### src/hw/rtl/ldw_pkg.sv
// shared types, constants and helpers of the decimal number writer
package ldw_pkg;

    // display codes and character offsets
    localparam logic [7:0] CMD_SET_ADDR = 8'h80;
    localparam logic [7:0] ROW2_OFFSET  = 8'h40;
    localparam logic [7:0] ASCII_ZERO   = 8'h30;

    // row selector codes
    localparam logic [1:0] ROW_FIRST  = 2'd1;
    localparam logic [1:0] ROW_SECOND = 2'd2;

    // digits taken apart by the pipeline stages, the ones digit is what remains
    localparam int NUM_STAGES = 4;
    localparam int NUM_DIGITS = NUM_STAGES + 1;

    // item as it travels through the digit stages
    typedef struct packed {
        logic                         has_cmd;
        logic [7:0]                   cmd_byte;
        logic [15:0]                  rem;
        logic [NUM_STAGES-1:0][3:0]   digits;
    } ldw_item_t;

    // place value handled by each digit stage
    function automatic logic [16:0] place_value(input int idx);
        logic [16:0] pv;
        begin
            case (idx)
                0:       pv = 17'd10000;
                1:       pv = 17'd1000;
                2:       pv = 17'd100;
                default: pv = 17'd10;
            endcase
            return pv;
        end
    endfunction

endpackage

### src/hw/rtl/ldw_digit_stage.sv
// one pipeline stage that extracts one decimal digit by parallel compares
module ldw_digit_stage #(
    parameter int IDX = 0
) (
    input  logic              clk,
    input  logic              rst_n,
    input  logic              in_valid,
    output logic              in_ready,
    input  ldw_pkg::ldw_item_t in_item,
    output logic              out_valid,
    input  logic              out_ready,
    output ldw_pkg::ldw_item_t out_item
);
    import ldw_pkg::*;

    localparam logic [16:0] PLACE = place_value(IDX);

    logic      valid_reg;
    ldw_item_t item_reg;
    ldw_item_t item_next;
    logic [3:0]  digit;
    logic [16:0] sub;

    // compare against every multiple of the place value, keep the highest hit
    always_comb
    begin
        digit = '0;
        sub   = '0;
        for (int k = 1; k <= 9; k++)
        begin
            if ({1'b0, in_item.rem} >= 17'(k) * PLACE)
            begin
                digit = 4'(k);
                sub   = 17'(k) * PLACE;
            end
        end
        item_next             = in_item;
        item_next.rem         = 16'({1'b0, in_item.rem} - sub);
        item_next.digits[IDX] = digit;
    end

    // stage advances when empty or when the next stage takes its request
    assign in_ready = !valid_reg || out_ready;

    always_ff @(posedge clk or negedge rst_n)
    begin
        if (!rst_n)
        begin
            valid_reg <= 1'b0;
        end
        else if (in_ready)
        begin
            valid_reg <= in_valid;
        end
    end

    // payload register
    always_ff @(posedge clk)
    begin
        if (in_valid && in_ready)
        begin
            item_reg <= item_next;
        end
    end

    assign out_valid = valid_reg;
    assign out_item  = item_reg;

endmodule

### src/hw/rtl/ldw_serializer.sv
// turns one converted item into an optional command byte and digit bytes, one per cycle while the output is not stalled
module ldw_serializer (
    input  logic              clk,
    input  logic              rst_n,
    input  logic              in_valid,
    output logic              in_ready,
    input  ldw_pkg::ldw_item_t in_item,
    output logic              m_tvalid,
    input  logic              m_tready,
    output logic [7:0]        m_tdata,
    output logic              m_tuser,
    output logic              m_tlast
);
    import ldw_pkg::*;

    // byte positions: command, then digits from the ten-thousands to the ones
    localparam logic [2:0] POS_CMD  = 3'd0;
    localparam logic [2:0] POS_ONES = 3'(NUM_DIGITS);

    logic                       item_v_reg;
    logic [7:0]                 cmd_byte_reg;
    logic [NUM_DIGITS-1:0][3:0] dig_reg;
    logic [2:0]                 pos_reg;
    logic [2:0]                 first_reg;
    logic                       out_v_reg;
    logic [7:0]                 out_byte_reg;
    logic                       out_data_reg;
    logic                       out_last_reg;

    logic       out_free;
    logic       emit;
    logic       is_last;
    logic       load;
    logic [2:0] first_pos;
    logic [2:0] dig_idx;
    logic [7:0] cur_byte;
    logic       cur_data;

    // first significant digit of the incoming item, ones digit always shown
    always_comb
    begin
        first_pos = POS_ONES;
        for (int i = NUM_STAGES - 1; i >= 0; i--)
        begin
            if (in_item.digits[i] != 4'd0)
            begin
                first_pos = 3'(i + 1);
            end
        end
    end

    // byte at the current position
    assign dig_idx = pos_reg - 3'd1;
    always_comb
    begin
        if (pos_reg == POS_CMD)
        begin
            cur_byte = cmd_byte_reg;
            cur_data = 1'b0;
        end
        else
        begin
            cur_byte = ASCII_ZERO + {4'd0, dig_reg[dig_idx]};
            cur_data = 1'b1;
        end
    end

    assign out_free = !out_v_reg || m_tready;
    assign emit     = item_v_reg && out_free;
    assign is_last  = (pos_reg == POS_ONES);
    assign in_ready = !item_v_reg || (emit && is_last);
    assign load     = in_valid && in_ready;

    // item holding register and position counter
    always_ff @(posedge clk or negedge rst_n)
    begin
        if (!rst_n)
        begin
            item_v_reg <= 1'b0;
            pos_reg    <= POS_CMD;
            first_reg  <= POS_ONES;
        end
        else if (load)
        begin
            item_v_reg <= 1'b1;
            pos_reg    <= in_item.has_cmd ? POS_CMD : first_pos;
            first_reg  <= first_pos;
        end
        else if (emit)
        begin
            if (is_last)
            begin
                item_v_reg <= 1'b0;
            end
            else if (pos_reg == POS_CMD)
            begin
                pos_reg <= first_reg;
            end
            else
            begin
                pos_reg <= pos_reg + 3'd1;
            end
        end
    end

    // item payload
    always_ff @(posedge clk)
    begin
        if (load)
        begin
            cmd_byte_reg                  <= in_item.cmd_byte;
            dig_reg[NUM_STAGES-1:0]       <= in_item.digits;
            dig_reg[NUM_DIGITS-1]         <= in_item.rem[3:0];
        end
    end

    // output register parts the item holder from the downstream stall
    always_ff @(posedge clk or negedge rst_n)
    begin
        if (!rst_n)
        begin
            out_v_reg <= 1'b0;
        end
        else if (emit)
        begin
            out_v_reg <= 1'b1;
        end
        else if (m_tready)
        begin
            out_v_reg <= 1'b0;
        end
    end

    always_ff @(posedge clk)
    begin
        if (emit)
        begin
            out_byte_reg <= cur_byte;
            out_data_reg <= cur_data;
            out_last_reg <= is_last;
        end
    end

    assign m_tvalid = out_v_reg;
    assign m_tdata  = out_byte_reg;
    assign m_tuser  = out_data_reg;
    assign m_tlast  = out_last_reg;

endmodule

### src/hw/rtl/lcd_decimal_number_writer.sv
// top level of the decimal number writer for a two-line character display
//
// Each request carries a row, a start column and a 16-bit unsigned number. The block
// sends a set-address command byte (rows 1 and 2 only) followed by the number's decimal
// digits in ASCII, leading zeros blanked, zero shown as a single '0'; tlast marks the
// final byte. A request is converted by four digit-extraction pipeline stages and then
// serialized onto the single byte-wide result channel, 1 to 6 bytes per request. A new
// request is taken every cycle while the pipeline has room, and the first byte passes
// through the digit stages, the serializer's item register and its output register.
module lcd_decimal_number_writer (
    input  logic        clk,
    input  logic        rst_n,
    input  logic        s_tvalid,
    output logic        s_tready,
    input  logic [23:0] s_tdata,   // row[1:0], column[6:2], number[22:7], zero[23]
    output logic        m_tvalid,
    input  logic        m_tready,
    output logic [7:0]  m_tdata,   // out_byte[7:0]
    output logic        m_tuser,   // is_data[0]
    output logic        m_tlast
);
    import ldw_pkg::*;

    logic [1:0]  row;
    logic [4:0]  column;
    logic [15:0] number;
    ldw_item_t   entry;
    logic [7:0]  row_base;

    logic      [NUM_STAGES:0] st_valid;
    logic      [NUM_STAGES:0] st_ready;
    ldw_item_t [NUM_STAGES:0] st_item;

    assign row    = s_tdata[1:0];
    assign column = s_tdata[6:2];
    assign number = s_tdata[22:7];

    // address command byte and initial remainder
    always_comb
    begin
        row_base       = (row == ROW_SECOND) ? (CMD_SET_ADDR + ROW2_OFFSET) : CMD_SET_ADDR;
        entry          = '0;
        entry.has_cmd  = (row == ROW_FIRST) || (row == ROW_SECOND);
        entry.cmd_byte = row_base + {3'd0, column} - 8'd1;
        entry.rem      = number;
    end

    assign st_valid[0] = s_tvalid;
    assign st_item[0]  = entry;
    assign s_tready    = st_ready[0];

    // digit extraction pipeline
    for (genvar g = 0; g < NUM_STAGES; g++)
    begin : g_stage
        ldw_digit_stage #(
            .IDX (g)
        ) u_stage (
            .clk       (clk),
            .rst_n     (rst_n),
            .in_valid  (st_valid[g]),
            .in_ready  (st_ready[g]),
            .in_item   (st_item[g]),
            .out_valid (st_valid[g+1]),
            .out_ready (st_ready[g+1]),
            .out_item  (st_item[g+1])
        );
    end

    // byte serializer with output register
    ldw_serializer u_ser (
        .clk      (clk),
        .rst_n    (rst_n),
        .in_valid (st_valid[NUM_STAGES]),
        .in_ready (st_ready[NUM_STAGES]),
        .in_item  (st_item[NUM_STAGES]),
        .m_tvalid (m_tvalid),
        .m_tready (m_tready),
        .m_tdata  (m_tdata),
        .m_tuser  (m_tuser),
        .m_tlast  (m_tlast)
    );

endmodule

### config.mk
export PLATFORM = sky130hd
export DESIGN_NAME = lcd_decimal_number_writer
export DESIGN_NICKNAME = d
export VERILOG_FILES = /design/src/hw/rtl/ldw_pkg.sv /design/src/hw/rtl/ldw_digit_stage.sv /design/src/hw/rtl/ldw_serializer.sv /design/src/hw/rtl/lcd_decimal_number_writer.sv
export SDC_FILE = /design/constraint.sdc
export NUM_CORES = 1
export LEC_CHECK = 0
export ABC_AREA = 0
export BUFFER_PORTS_ARGS = -buffer_cell sky130_fd_sc_hd__buf_2
export CAP_MARGIN = 30
export CELL_PAD_IN_SITES_DETAIL_PLACEMENT = 0
export CELL_PAD_IN_SITES_GLOBAL_PLACEMENT = 2
export CORE_MARGIN = 8
export CORE_UTILIZATION = 30
export DETAILED_ROUTE_END_ITERATION = 10
export PLACE_DENSITY = 0.58
export SLEW_MARGIN = 20
export SYNTH_ARGS = -nofsm -noshare
export SYNTH_HDL_FRONTEND = slang
export SYNTH_SLANG_ARGS = --single-unit
### constraint.sdc
create_clock -name clk -period 3.9 [get_ports clk]
set_input_delay 0.195 -clock clk [delete_from_list [all_inputs] [get_ports clk]]
set_output_delay 0.195 -clock clk [all_outputs]
set_load 0.005 [all_outputs]
* Word-level counts from Yosys, hierarchy flattened
Index checks and enable logic that the tools add are counted.
W data, S select, Z words.
** Word-level totals
- Flip-flop bits (word level) :: 178
- Input port bits :: 28
- Output and inout port bits :: 12
- Logic and storage cells :: 214
** Operators by class
- Add/sub/neg operators :: 9
- Order comparisons :: 37
- Eq/ne operators :: 4
- Multiplexer cells :: 87
- Reduce and logical (&&, ||, !) cells :: 34
** Operators with widths (count)
- $mux W4 :: 34
- $mux W16 :: 6
- $ge A16 B10 Y1 const B :: 5
- $ge A16 B13 Y1 const B :: 4
- $ge A16 B7 Y1 const B :: 4
- $mux W13 :: 4
- $ge A16 B17 Y1 const B :: 3
- $mux W10 :: 5
- $ge A16 B16 Y1 const B :: 3
- $ge A16 B6 Y1 const B :: 3
- $ge A16 B9 Y1 const B :: 3
- $ge A16 B12 Y1 const B :: 2
- $ge A16 B14 Y1 const B :: 2
- $ge A16 B15 Y1 const B :: 2
- $ge A16 B5 Y1 const B :: 2
- $mux W15 :: 2
- $mux W14 :: 2
- $mux W9 :: 3
- $mux W12 :: 2
- $mux W3 :: 8
- $ge A16 B11 Y1 const B :: 1
- $ge A16 B4 Y1 const B :: 1
- $ge A16 B8 Y1 const B :: 1
- $mux W8 :: 2
- 26 further kinds :: 67

* Logic depth before layout (Yosys ltp)
Gate-level depths: netlist of run 1.
- Word-level depth :: 11
- Depth in mapped cells :: 16
- Gate-level depth less buffers :: 15

* By module
A second synthesis of run 1 with hierarchy kept.
** Second synthesis, totals
- Cells, all modules :: 811
- Area total of the unflattened synthesis :: 10397.5 um^2
** By module, submodules not included
- ldw_digit_stage at g_stage[2].u_stage :: times used 1, cells each 181, area an instance 2182.1 um^2, sequential area each 1256.2 um^2
- ldw_digit_stage at g_stage[1].u_stage :: times used 1, cells each 169, area an instance 2169.6 um^2, sequential area each 1256.2 um^2
- ldw_digit_stage at g_stage[3].u_stage :: times used 1, cells each 162, area an instance 2011.9 um^2, sequential area each 1256.2 um^2
- ldw_digit_stage at g_stage[0].u_stage :: times used 1, cells each 156, area an instance 1984.4 um^2, sequential area each 1226.2 um^2
- ldw_serializer :: times used 1, cells each 125, area an instance 1926.8 um^2, sequential area each 1343.8 um^2
- lcd_decimal_number_writer :: times used 1, cells each 18, area an instance 122.6 um^2, sequential area each 0.0 um^2

* Worst setup path after synthesis of run 1
OpenSTA, ideal clock, no wires.
- Path type :: reg2reg
- From :: register g_stage[1].u_stage.item_reg (netlist bit g_stage[1].u_stage.out_item[29])
- To :: register g_stage[2].u_stage.item_reg (netlist bit g_stage[2].u_stage.out_item[30]) (data pin)
- Library setup time :: 0.269 ns
- Arrival :: 3.284 ns
- Data required time :: 3.631 ns
- Setup slack :: 0.347 ns
- Cell stages (with the launch flop) :: 16
- Buffers on the path :: 0
- Clock period less this slack :: 3.553 ns
- Cells stage by stage :: edfxtp_1 nor4_1 nand2_1 nor2_1 nand3b_1 o21ai_0 a31o_2 ha_1 inv_1 fa_1 a21o_1 a211o_1 a21oi_2 nor2_1 a2111oi_4 xor2_1
** RTL lines
- start, declared :: line ldw_digit_stage.sv:19 : ldw_item_t item_reg;
- start signal, assigned :: line ldw_digit_stage.sv:62 : item_reg <= item_next;
- end signal, assigned :: line ldw_digit_stage.sv:62
- end, declared :: line ldw_digit_stage.sv:19

==> results by stage, run 1 <==
Outcome:
- The flow ran to the end, and the final reports show no timing, DRC or antenna violations.

Worst hold path:
- The class of the worst hold path is primary input to register.
- The path with the worst hold slack has its endpoint at g_stage[0].u_stage.out_item[36].
- The worst hold path begins at s_tdata[6].
- The worst hold path passes through 3 cells.

Global routing:
- The remaining global-route overflow is 0.
- The number of antenna violations at the first check in global routing was 0.
- The via count of the first global-routing pass is 5537.
- The first global-routing pass estimated 28.5 mm of wire.
- The global-route usage over all layers is 10.4%.
- Entering global routing, the biggest net connects 37 pins.

Floorplan:
- The site row count is between 60 and 70.
- The number of primary I/O pins is 40.
- The overall die area is 34100 µm².
- The starting density of the core is ~31%.
- The die is 185 µm wide.
- The die span in y is 185 µm.
- The floorplan step defined a core boundary enclosing 27900 µm².

Timing:
- The share of the clock period used by the worst path after layout is 95.3%.
- The final worst slack is 0.183 ns.
- The measured slew at the worst slew-check pin is 0.615 ns.
- Headroom to the max-slew limit came out at 58.6%.
- The final count of negative-setup-slack endpoints is 0.
- The number of endpoints with negative hold slack in the final report is 0.
- The final number of max-transition violations was 0.
- The highest attainable clock frequency is 269 MHz.
- For the final database, setup skew stands at 0.0282 ns.
- The accumulated negative setup slack is 0 ns.
- Subtracting the final worst setup slack from the clock period gives 3.72 ns.

Synthesis:
- The number of enable-type register cells in the synthesized netlist is 161.
- Among all flip-flop cells after synthesis, the most frequent one is sky130_fd_sc_hd__edfxtp_1.
- For this run, the register share of the synthesized area comes to 60.2%.
- Sorting the synthesized cells by area gives the leading types as sky130_fd_sc_hd__edfxtp_1, sky130_fd_sc_hd__ha_1, sky130_fd_sc_hd__dfrtp_1, sky130_fd_sc_hd__nor2_1, sky130_fd_sc_hd__o21ai_0.
- In this run, synthesis produced a sequential element count of 173.
- The number of different library cells in the post-synthesis netlist is approximately 70.
- A synthesized cell averages about 12 µm².
- The async set or reset register ratio after synthesis is between 6 and 7%.
- The proportion of netlist area held by the largest area contributor is 56.7%.
- The top cell type by total area after synthesis is sky130_fd_sc_hd__edfxtp_1.
- The number of warning messages in the yosys log is 0.
- The number of nets in the synthesized netlist is 761.
- The synthesized area is around 8500 µm².
- The cell count after synthesis is 693.

Finish:
- The post-route netlist has 18.8% of its cells at a drive strength greater than 1.
- The area growth from synthesis to layout is 19.8%.
- The final-stage net count is roughly 850.
- The fill cell total of the finished layout is 2768.
- Once layout is done, the placed cells without fillers occupy approximately 10000 µm².
- The flip-flop count of the largest register, all copies and words added is around 120.
- 0 antenna diodes ended up in the layout.

Critical path:
- The data required time of the critical path is 4.19 ns.
- Together, buffers and inverters on the worst path number 2.
- The worst setup path is captured at a register.
- The slowest cell on the critical path is sky130_fd_sc_hd__or3b_2.
- Data arrives at the worst endpoint at roughly 4 ns.
- The signal on the critical path passes through buf_4 > a21oi_1 > or3b_2 > a21oi_1 > nand3_1 > nand3_2 > and2_1 > ha_1 > fa_1 > nor2b_1 > o31a_1 > o221ai_2 > a211oi_2 > buf_4 > or4_1 > nand4_1.
- The startpoint kind of the worst setup timing path is a register.
- The reg2reg setup slack is 0.18 ns.
- On the critical path the largest part of the delay comes from simple AND/OR/NAND/NOR gates.
- The endpoint identified for the worst register-to-register timing path is g_stage[1].u_stage.out_item[31].
- The worst setup path is of the register to register kind.
- Along the worst path, the maximum fanout reaches 7.
- The depth of the most critical reg-to-reg path is 16.
- The worst reg2reg path startpoint is g_stage[0].u_stage.out_item[20].
- In this design, the stage delay of the slowest critical-path cell is 0.47 ns.

Clocking:
- The TritonCTS clock tree is done.
- The root buffer cell chosen for the clock tree is sky130_fd_sc_hd__clkbuf_16.
- Clock tree synthesis inserted a total of 17 buffers.
- The deepest clock path buffer count is 2.
- The clock-pin slew on the worst setup and hold paths is 0.08 ns.
- The clock latency of the later-clocked register in the worst-skew pair is 0.44 ns.
- The level count of the clock H-tree is 4.
- Counting every sink on the clock net gives 173.

Routing:
- The vias per cell is 4.73.
- The starting DRC count in detailed routing is 266.
- The total iterations of the first detailed-routing run is 5.
- For this block, the routed nets add up to 17.3 mm of wire.
- The detailed-route wire length per cell is 14.7 µm.
- The total vias in the final route is 5554.
- The number of nets with antenna violations after routing is 0.
- The number of remaining DRC errors is 0.

Place:
- The routability congestion estimate is 0.788.
- In this run the tool buffered the top-level ports with 38 buffer cells.
- The worst setup timing slack at the placement stage is 0.0506 ns.
- The placed wire-length estimate after detailed placement is 12.6 mm.
- The post-placement cell area is between 9000 and 10000 µm².

Power:
- For this design the ratio of total power to cell area is 524 nW/µm².
- Summing internal, switching and leakage power gives 5.36 mW.
- Summed over all cells, the static leakage comes to between 3 and 4 nW.
- VDD sags by at most 0.000261 V.

Run:
- The max-cap check violation count is 0.
[power breakdown]
| group | internal (mW) | switching (mW) |
|---|---|---|
| Combinational | 0.486 | 0.637 |
| Clock | 0.887 | 0.850 |
| Sequential | 2.36 | 0.137 |
[worst register-to-register path, delay by kind of cell, from the launching register on]
family	cells	cell delay, ns
flip-flops	1	0.40
buffers and inverters	2	0.32
adder cells (fa/ha/maj)	2	0.41
AND/OR/NAND/NOR	7	1.52
AO/OA/AOI/OAI	5	0.90
[routing by layer]
metal	vias up	global-route usage, %	wire [µm]
met5	-	0	0
met3	17	2.28	573
met2	90	17.7	8550
li1	2791	-	-
met4	0	4.03	221
met1	2656	12.8	7910
[cells in the mapped netlist (9+ instances only)]
master	instances
sky130_fd_sc_hd__nand2_1	45
sky130_fd_sc_hd__nand3_1	14
sky130_fd_sc_hd__ha_1	36
sky130_fd_sc_hd__nand2b_1	18
sky130_fd_sc_hd__nor4_1	9
sky130_fd_sc_hd__clkbuf_1	13
sky130_fd_sc_hd__and2_1	10
sky130_fd_sc_hd__a31oi_1	17
sky130_fd_sc_hd__a21oi_1	37
sky130_fd_sc_hd__xor2_1	14
sky130_fd_sc_hd__inv_1	44
sky130_fd_sc_hd__edfxtp_1	161
sky130_fd_sc_hd__o21ai_0	38
sky130_fd_sc_hd__dfrtp_1	10
sky130_fd_sc_hd__xnor2_1	18
sky130_fd_sc_hd__nor2b_1	10
sky130_fd_sc_hd__nor3_1	15
sky130_fd_sc_hd__nor2_1	52
[area by class of cell]
cell class / count / area (µm²) / share of cell area [%]
flip-flops and latches: 173 / 5140 / 50.3
multi-input cells: 457 / 3210 / 31.4
repair buffers: 90 / 616 / 6.02
well taps: 378 / 473 / 4.63
clock buffers: 17 / 425 / 4.16
clock inverters: 15 / 199 / 1.95
inverters: 44 / 165 / 1.62
[kinds of logic after synthesis]
kind of cell	share of synthesized area, %
buffers and inverters	2.86
flip-flops	60.2
AO/OA/AOI/OAI	13.3
AND/OR/NAND/NOR	12.6
adder cells (fa/ha/maj)	6.33
XOR/XNOR	3.28
multiplexers	1.39
[metrics by stage]
| step | instances | hold WS [ns] | utilization, % |
|---|---|---|---|
| after floorplan | 693 | -0.101 | - |
| after global placement | 1126 | 0.105 | 33.7 |
| after detailed placement | 1126 | 0.106 | 33.7 |
| after CTS | 1164 | 0.0429 | 36.1 |
| after global routing | 1174 | 0.0564 | 36.6 |
| final | 1174 | 0.0573 | 36.6 |
[cell usage in the layout (no fill, tap or decap), types with 14 or more instances in the layout]
master / instances
sky130_fd_sc_hd__edfxtp_1: 161
sky130_fd_sc_hd__buf_4: 45
sky130_fd_sc_hd__nor3_1: 14
sky130_fd_sc_hd__ha_1: 36
sky130_fd_sc_hd__clkbuf_16: 17
sky130_fd_sc_hd__o21ai_0: 37
sky130_fd_sc_hd__buf_2: 38
sky130_fd_sc_hd__nor2_1: 52
sky130_fd_sc_hd__nand2_1: 45
sky130_fd_sc_hd__xnor2_1: 18
sky130_fd_sc_hd__xor2_1: 14
sky130_fd_sc_hd__nand3_1: 14
sky130_fd_sc_hd__a21oi_1: 35
sky130_fd_sc_hd__nand2b_1: 18
sky130_fd_sc_hd__a31oi_1: 16
sky130_fd_sc_hd__inv_1: 44
[timing repair]
item | 4_1_cts | 5_1_grt
endpoints found under the hold margin | 17 | 0
gates resized for setup | 0 | 8
hold buffers | 6 | 0
buffers inserted | 0 | 9
setup endpoints to repair | 0 | 6
[worst max-delay path by stage]
stage,from,end,slack [ns],cells after the start
final,g_stage[0].u_stage.out_item[20],g_stage[1].u_stage.out_item[31],0.18,16
after global routing,g_stage[0].u_stage.out_item[19],g_stage[1].u_stage.out_item[29],-0.04,15
after CTS,g_stage[1].u_stage.out_item[26],g_stage[2].u_stage.out_item[28],0.03,16
after detailed placement,g_stage[1].u_stage.out_item[26],g_stage[2].u_stage.out_item[28],0.05,16
after global placement,g_stage[1].u_stage.out_item[26],g_stage[2].u_stage.out_item[30],0.05,15
after floorplan,g_stage[1].u_stage.out_item[29],g_stage[2].u_stage.out_item[30],0.35,15
(Power assumes the default switching activity.)
==> run 2, diff against run 1 <==
clock period = 3.7 ns   (was 3.9 ns; I/O delays follow)
==> run 2 against run 1 <==
Compared with the run above:
- first-iteration DRC count increased by 15%
- utilization increased by 1.0 points
- combinational power increased by 12%
- setup slack got worse by 0.040 ns
- sequential share of layout area decreased by 1.4 points
- power increased by 6.6%
- via count increased by 1.9%
- design area increased by 2.8%
==> results by stage, run 2 (synthesis results as in run 1) <==
Outcome:
- The run finished with clean final reports.

Critical path:
- The slowest cell on the critical path is sky130_fd_sc_hd__or4_4.
- The buffer and inverter count on the worst path is 0 (-2).
- The worst reg2reg path startpoint is g_stage[0].u_stage.out_item[23].
- Traced cell by cell, the critical path runs through nor2_1 > a21oi_2 > or4_4 > a211oi_4 > nand3_2 > and2_4 > ha_4 > fa_2 > nor2b_4 > o31a_1 > o221ai_2 > a211oi_2 > or4_1 > nand4_1.
- The critical path start-end classification is register to register.
- Grouping stages by cell kind, the critical path spends the most delay in simple AND/OR/NAND/NOR gates.
- The maximum fanout count along the critical path is 5 (-2).
- The worst setup path is launched from a register.
- The endpoint identified for the worst register-to-register timing path is g_stage[1].u_stage.out_item[31].
- The data required time of the critical path is 3.87 ns (-0.32 ns).
- The reg2reg setup slack came to 0.14 ns (-0.04 ns).
- The kind of end point of the critical path is a register.
- The largest stage delay on the critical path is 0.50 ns (+0.03 ns).
- The data arrival at the endpoint of the critical path is 3.73 ns (-0.28 ns).
- The depth of the most critical reg-to-reg path was 14 (-2).

Clocking:
- The deepest clock path buffer count was 2 (unchanged).
- The library cell used as clock root buffer is sky130_fd_sc_hd__clkbuf_16.
- The level count of the clock H-tree was 4 (unchanged).
- The number of buffers inserted during clock tree synthesis is 17 (unchanged).
- The TritonCTS clock tree is done.
- The clock-pin slew on the worst setup and hold paths is 0.08 ns (about the same).
- The number of clock sinks is 173 (unchanged).
- The clock latency of the later-clocked register in the worst-skew pair is 0.43 ns (about the same).

Floorplan:
- The starting density of the core was 30.5% (unchanged).
- The die span in y is 185 µm (unchanged).
- The area inside the core boundary is 27900 µm² (unchanged).
- The width of the chip is 185 µm (unchanged).
- The number of primary I/O pins is 40 (unchanged).
- The site row count was 61 (unchanged).
- The overall die area is 34100 µm² (unchanged).

Run:
- The max-cap check violation count is 0 (unchanged).

Global routing:
- The global-route usage over all layers is 10.6% (+0.17 points).
- The number of antenna violations at the first check in global routing is 0 (unchanged).
- The via count of the first global-routing pass is 5846 (+5.6%).
- The remaining global-route overflow is 0 (unchanged).
- The global-route wire length before repair was 29.1 mm (+2.4%).
- The maximum number of pins on one net before global-route repair is 37 (unchanged).

Finish:
- The area growth from synthesis to layout is 23.1%.
- The flip-flop count of the largest register, all copies and words added came to 124 (unchanged).
- The most common cell after layout, fill and taps aside is sky130_fd_sc_hd__edfxtp_1.
- The final-stage net count is 881 (+3.5%).
- The top cell types in the final layout, fill and taps aside, are sky130_fd_sc_hd__edfxtp_1, sky130_fd_sc_hd__buf_4, sky130_fd_sc_hd__nor2_1.
- The number of diodes was 0 (unchanged).
- The fraction of final layout cells sized beyond drive strength 1 is 23.4% (+4.5 points).

Power:
- The power density over the cells is 544 nW/µm² (+3.7%).
- The power spent charging and discharging nets is 1.73 mW (+6.7%).
- The sequential fraction of design power came to 46.0% (-0.6 points).
- The highest ir drop seen on vdd is 0.000357 V (+37%).
- The leakage power figure was 3.86 nW (+4.0%).
- The logic gate share of total power came to 21.8% (+0.8 points).
- The clock group share of total power was 32.2% (-0.2 points).
- The internal power came to 3.98 mW (+6.6%).
- The switching portion of total power is 30.3% (about the same).

Worst hold path:
- The startpoint of the tightest hold check path is s_tdata[6].
- The worst hold path endpoint is g_stage[0].u_stage.out_item[36].
- The hold path depth was 3 (unchanged).
- The class of the worst hold path is primary input to register.

Routing:
- The number of remaining DRC errors came to 0 (unchanged).
- The number of nets with antenna violations after routing is 0 (unchanged).
- The vias per cell is 4.70 (-0.65%).
- The starting DRC count in detailed routing was 306 (+15%).
- The detailed-route wire length per cell is 14.5 µm (-1.5%).
- The total vias in the final route is 5659 (+1.9%).
- The total iterations of the first detailed-routing run is 4 (-1).
- The final wirelength is 17.4 mm (+1.0%).

Timing:
- The final number of max-transition violations is 0 (unchanged).
- The worst clock skew is 0.0134 ns (-0.0148 ns).
- Setup repair after global routing could not meet its margin everywhere.
- The worst hold-check slack is 0.0549 ns (-0.00240 ns).
- The final critical path time including I/O delays and setup is 3.56 ns (-0.160 ns).
- The share of the clock period used by the worst path after layout was 96.1% (+0.83 points).
- The worst slew slack as a fraction of its limit is 57.7% (-0.93 points).
- The measured slew at the worst slew-check pin is 0.632 ns (+0.0167 ns).
- The number of endpoints with negative hold slack in the final report is 0 (unchanged).
- The final count of negative-setup-slack endpoints came to 0 (unchanged).
- The final worst slack is 0.143 ns (-0.0400 ns).
- The highest attainable clock frequency came to 281 MHz (+4.5%).

Place:
- The worst setup timing slack at the placement stage is -0.0361 ns (-0.0867 ns).
- The routability congestion estimate is 0.790 (+0.28%).
- The count of input and output buffers is 38 (unchanged).
- The placed wire-length estimate after detailed placement was 13.0 mm (+2.9%).
run 2: changes by cell type in the layout (fill, tap and decap cells not counted), sizes merged:
| cell | previous run | this run |
|---|---|---|
| buf | 84 | 114 |
| clkinv | 6 | 8 |
| inv | 53 | 51 |
run 2: power groups by stage:
stage / clock, mW / combinational [mW] / sequential (mW)
finish: 1.84 / 1.25 / 2.63
global route: 1.98 / 1.40 / 2.66
CTS: 1.89 / 1.23 / 2.64
detailed placement: 0 / 1.21 / 2.68
global placement: 0 / 1.19 / 2.67
floorplan: 0 / 0.835 / 2.63
run 2: final cells by class:
type                       instances  area, µm²
inverter                          44        165
clock buffer                      17        425
sequential                       173       5140
multi-input combinational        457       3270
timing repair buffer             120        832
clock inverter                    15        206
fill                            2759      17400
tap                              378        473
run 2: timing repair:
| action | 4_1_cts | 5_1_grt |
|---|---|---|
| hold buffers | 6 | 0 |
| setup buffers | 6 | 9 |
| gates resized for setup | 3 | 24 |
| pin swaps | 1 | 18 |
| endpoints found under the setup margin | 4 | 11 |
| endpoints found under the hold margin | 17 | 0 |
run 2: metrics by stage:
| step | instances | TNS [ns] | total power, mW | cell area, µm² | util (%) |
|---|---|---|---|---|---|
| 3_3_place_gp | 1151 | -0.156 | 3.86 | 9590 | 34.3 |
| 3_5_place_dp | 1151 | -0.0776 | 3.89 | 9590 | 34.3 |
| 4_1_cts | 1195 | 0 | 5.76 | 10300 | 37.0 |
| 6_report | 1204 | 0 | 5.71 | 10500 | 37.6 |
| 5_1_grt | 1204 | -0.0948 | 6.05 | 10500 | 37.6 |
| 2_1_floorplan | 693 | 0 | 3.46 | 8530 | - |
run 2: metal layers:
| layer | GRT usage, % | up-vias | share of wire [%] |
|---|---|---|---|
| met5 | 0 | - | 0 |
| met4 | 4.10 | 0 | 1.7 |
| met3 | 2.03 | 20 | 2.5 |
| met2 | 18.1 | 62 | 49 |
| met1 | 13.1 | 2725 | 47 |
| li1 | - | 2852 | - |
run 2: worst max-delay path by stage:
stage / start / end / cells past startpoint
2_1_floorplan: g_stage[1].u_stage.out_item[29] / g_stage[2].u_stage.out_item[30] / 15
3_3_place_gp: g_stage[1].u_stage.out_item[26] / g_stage[2].u_stage.out_item[30] / 15
3_5_place_dp: g_stage[0].u_stage.out_item[22] / g_stage[1].u_stage.out_item[29] / 15
4_1_cts: g_stage[1].u_stage.out_item[26] / g_stage[2].u_stage.out_item[28] / 15
5_1_grt: g_stage[0].u_stage.out_item[30] / g_stage[1].u_stage.out_item[28] / 15
6_report: g_stage[0].u_stage.out_item[23] / g_stage[1].u_stage.out_item[31] / 14
run 2: worst reg2reg max path: cells and delay by family, from the launching register on:
family | cells | cell delay [ns]
flops | 1 | 0.45
fa+ha+maj | 2 | 0.54
simple gates | 7 | 1.29
compound gates | 5 | 1.03
==> run 3, diff against run 2 <==
CORE_MARGIN = 2   (was 8)
==> run 3 against run 2 <==
Compared with the run above:
- count of clock-buffer cells in the layout is the same
- global-route usage up 1.0 points
- critical path depth is the same
- die area fell by 13%
- setup slack got worse by 0.025 ns
- sequential cell count is the same
- cell count fell by 0.66%
- via count decreased by 0.14%
- maximum frequency decreased by 0.70%
- hold slack worse by 0.0024 ns
- design area fell by 0.42%
- sequential power barely moved
- critical endpoint unchanged
==> results by stage, run 3 (synthesis results as in run 1) <==
Clocking:
- The clock-pin slew on the worst setup and hold paths is 0.08 ns (about the same).
- The deepest clock path buffer count was 2 (unchanged).
- The library cell used as clock root buffer is sky130_fd_sc_hd__clkbuf_16.
- The clock latency of the later-clocked register in the worst-skew pair is 0.43 ns (about the same).
- The number of clock sinks is 173 (unchanged).
- TritonCTS built the clock tree.
- The level count of the clock H-tree came to 4 (unchanged).
- The number of buffers inserted during clock tree synthesis was 17 (unchanged).

Floorplan:
- The width of the chip came to 173 µm (-6.5%).
- The overall die area was 29800 µm² (-13%).
- The site row count is 61 (unchanged).
- The starting density of the core came to 30.6% (+0.084 points).
- The number of primary I/O pins came to 40 (unchanged).
- The die span in y is 173 µm (-6.5%).
- The area inside the core boundary is 27900 µm² (-0.27%).

Critical path:
- The cell family contributing the most delay on the critical path is compound AO/OA/AOI/OAI gates.
- In this run the worst setup path begins at g_stage[0].u_stage.out_item[19].
- The data required time of the critical path is 3.88 ns (about the same).
- The largest stage delay on the critical path was 0.50 ns (about the same).
- The timing endpoint of the critical path is g_stage[1].u_stage.out_item[31].
- The maximum fanout count along the critical path is 4 (-1).
- The count of cell instances traversed by the critical path is 14 (unchanged).
- The worst reg2reg path startpoint is g_stage[0].u_stage.out_item[19].
- The reg2reg setup slack was 0.12 ns (-0.03 ns).
- The critical path start-end classification is register to register.
- In this run the critical register-to-register path is captured at g_stage[1].u_stage.out_item[31].
- The startpoint kind of the worst setup timing path is a register.
- The depth of the most critical reg-to-reg path came to 14 (unchanged).
- The slowest cell on the critical path is sky130_fd_sc_hd__or4_4.
- The kind of end point of the critical path is a register.
- The data arrival at the endpoint of the critical path is 3.76 ns (+0.03 ns).
- The buffer and inverter count on the worst path came to 0 (unchanged).
- The critical path goes through o21ai_2 > a21oi_2 > or4_4 > a211oi_4 > nand3_2 > and2_4 > ha_4 > fa_2 > nor2b_4 > o31a_1 > o221ai_2 > a211oi_2 > or4_1 > nand4_1.

Routing:
- The detailed-route wire length per cell is 14.1 µm (-2.6%).
- The number of nets with antenna violations after routing is 0 (unchanged).
- The final wirelength is 16.9 mm (-3.2%).
- The total vias in the final route is 5651 (-0.14%).
- The total iterations of the first detailed-routing run was 5 (+1).
- The vias per cell is 4.72 (+0.53%).
- The number of remaining DRC errors is 0 (unchanged).
- The starting DRC count in detailed routing was 301 (-1.6%).

Timing:
- The share of the clock period used by the worst path after layout is 96.8% (+0.68 points).
- The worst hold-check slack is 0.0524 ns (-0.00242 ns).
- The final count of negative-setup-slack endpoints is 0 (unchanged).
- The measured slew at the worst slew-check pin is 0.602 ns (-0.0302 ns).
- The worst clock skew is 0.0150 ns (+0.00165 ns).
- The final number of max-transition violations came to 0 (unchanged).
- The worst slew slack as a fraction of its limit is 59.5% (+1.8 points).
- The final critical path time including I/O delays and setup is 3.58 ns (+0.0250 ns).
- The number of endpoints with negative hold slack in the final report is 0 (unchanged).
- The final worst slack is 0.118 ns (-0.0250 ns).
- The highest attainable clock frequency was 279 MHz (-0.70%).
- The accumulated negative setup slack came to 0 ns (unchanged).
- Setup repair after global routing could not meet its margin everywhere.

Place:
- The worst setup timing slack at the placement stage is -0.170 ns (-0.134 ns).
- The count of input and output buffers came to 38 (unchanged).
- The placed wire-length estimate after detailed placement is 12.5 mm (-3.7%).
- The routability congestion estimate is 0.813 (+2.9%).

Power:
- The highest ir drop seen on vdd came to 0.000291 V (-19%).
- The post-layout total power is 5.69 mW (-0.40%).
- The power density over the cells is 544 nW/µm² (about the same).
- The leakage power figure was 3.83 nW (-0.68%).

Finish:
- The area of combinational cells with multiple inputs was 3290 µm² (+0.65%).
- The final core utilization was 37.6% (-0.054 points).
- Relative to the synthesized area, the layout overhead comes to 22.6%.
- The fraction of final layout cells sized beyond drive strength 1 was 22.7% (-0.63 points).
- The most common cell after layout, fill and taps aside is sky130_fd_sc_hd__edfxtp_1.
- The fill cell total of the finished layout is 2705 (-2.0%).
- The flip-flop and latch area is 5140 µm² (unchanged).
- The library cells used most frequently in the layout, excluding fill and tap cells, are sky130_fd_sc_hd__edfxtp_1, sky130_fd_sc_hd__buf_4, sky130_fd_sc_hd__nor2_1.
- The number of diodes is 0 (unchanged).
- The final-stage net count was 873 (-0.91%).
- The flip-flop count of the largest register, all copies and words added is 124 (unchanged).

Worst hold path:
- The path class of the tightest hold or removal check is primary input to register.

Global routing:
- The maximum number of pins on one net before global-route repair is 37 (unchanged).
- The global-route usage over all layers is 11.6% (+1.0 points).
- The global-route wire length before repair was 28.2 mm (-3.1%).
- The number of antenna violations at the first check in global routing came to 0 (unchanged).
- The remaining global-route overflow is 0 (unchanged).
- The via count of the first global-routing pass is 5673 (-3.0%).

Outcome:
- The run finished with clean final reports.

Run:
- The max-cap check violation count is 0 (unchanged).
[run 3: tightest hold or removal path, stage by stage]
cell                      delay [ns]
sky130_fd_sc_hd__buf_2          0.09
sky130_fd_sc_hd__nand2_1        0.04
sky130_fd_sc_hd__nand2_1        0.06
[run 3: routing by layer]
layer  global-route usage, %  up-vias  wire length (µm)  share of wire (%)
met4                    3.64        0               193                1.1
li1                        -     2830                 -                  -
met5                       0        -                 0                  0
met2                    19.7       73              8340                 49
met1                    14.9     2735              7900                 47
met3                    2.46       13               443                2.6
[run 3: stage by stage]
stage               std cells  instance area [µm²]
floorplan                 693                 8530
global placement         1148                 9570
detailed placement       1148                 9570
CTS                      1187                10300
global route             1196                10500
finish                   1196                10500
[run 3: how the worst min path moves through the flow]
stage,to,from,slack (ns),cells past startpoint
after global routing,g_stage[0].u_stage.out_item[36],s_tdata[6],0.05,3
final,g_stage[0].u_stage.out_item[36],s_tdata[6],0.05,3
after CTS,g_stage[0].u_stage.out_item[36],s_tdata[6],0.02,3
after detailed placement,u_ser.pos_reg[2],rst_n,0.10,1
after floorplan,g_stage[0].u_stage.out_valid,rst_n,-0.11,0
after global placement,u_ser.pos_reg[2],rst_n,0.09,1
[run 3: cell type report]
cell class	count	area share, %
Clock inverter	15	1.93
Multi-Input combinational cell	457	31.4
Clock buffer	17	4.07
Sequential cell	173	49.1
Timing Repair Buffer	112	7.38
Inverter	44	1.58
Tap cell	378	4.52
[run 3: where the power goes]
group          switching, mW  internal, mW
sequential             0.140          2.49
clock                  0.899         0.938
combinational          0.680         0.543
total                   1.72          3.97
[run 3: repair_timing]
action                     4_1_cts  5_1_grt
setup endpoints to repair        4        7
pin swaps                        1       21
hold buffers                     6        0
cloned                           0        0
setup buffers                    1        8
resized for setup                5       25
hold endpoints to repair        17        0
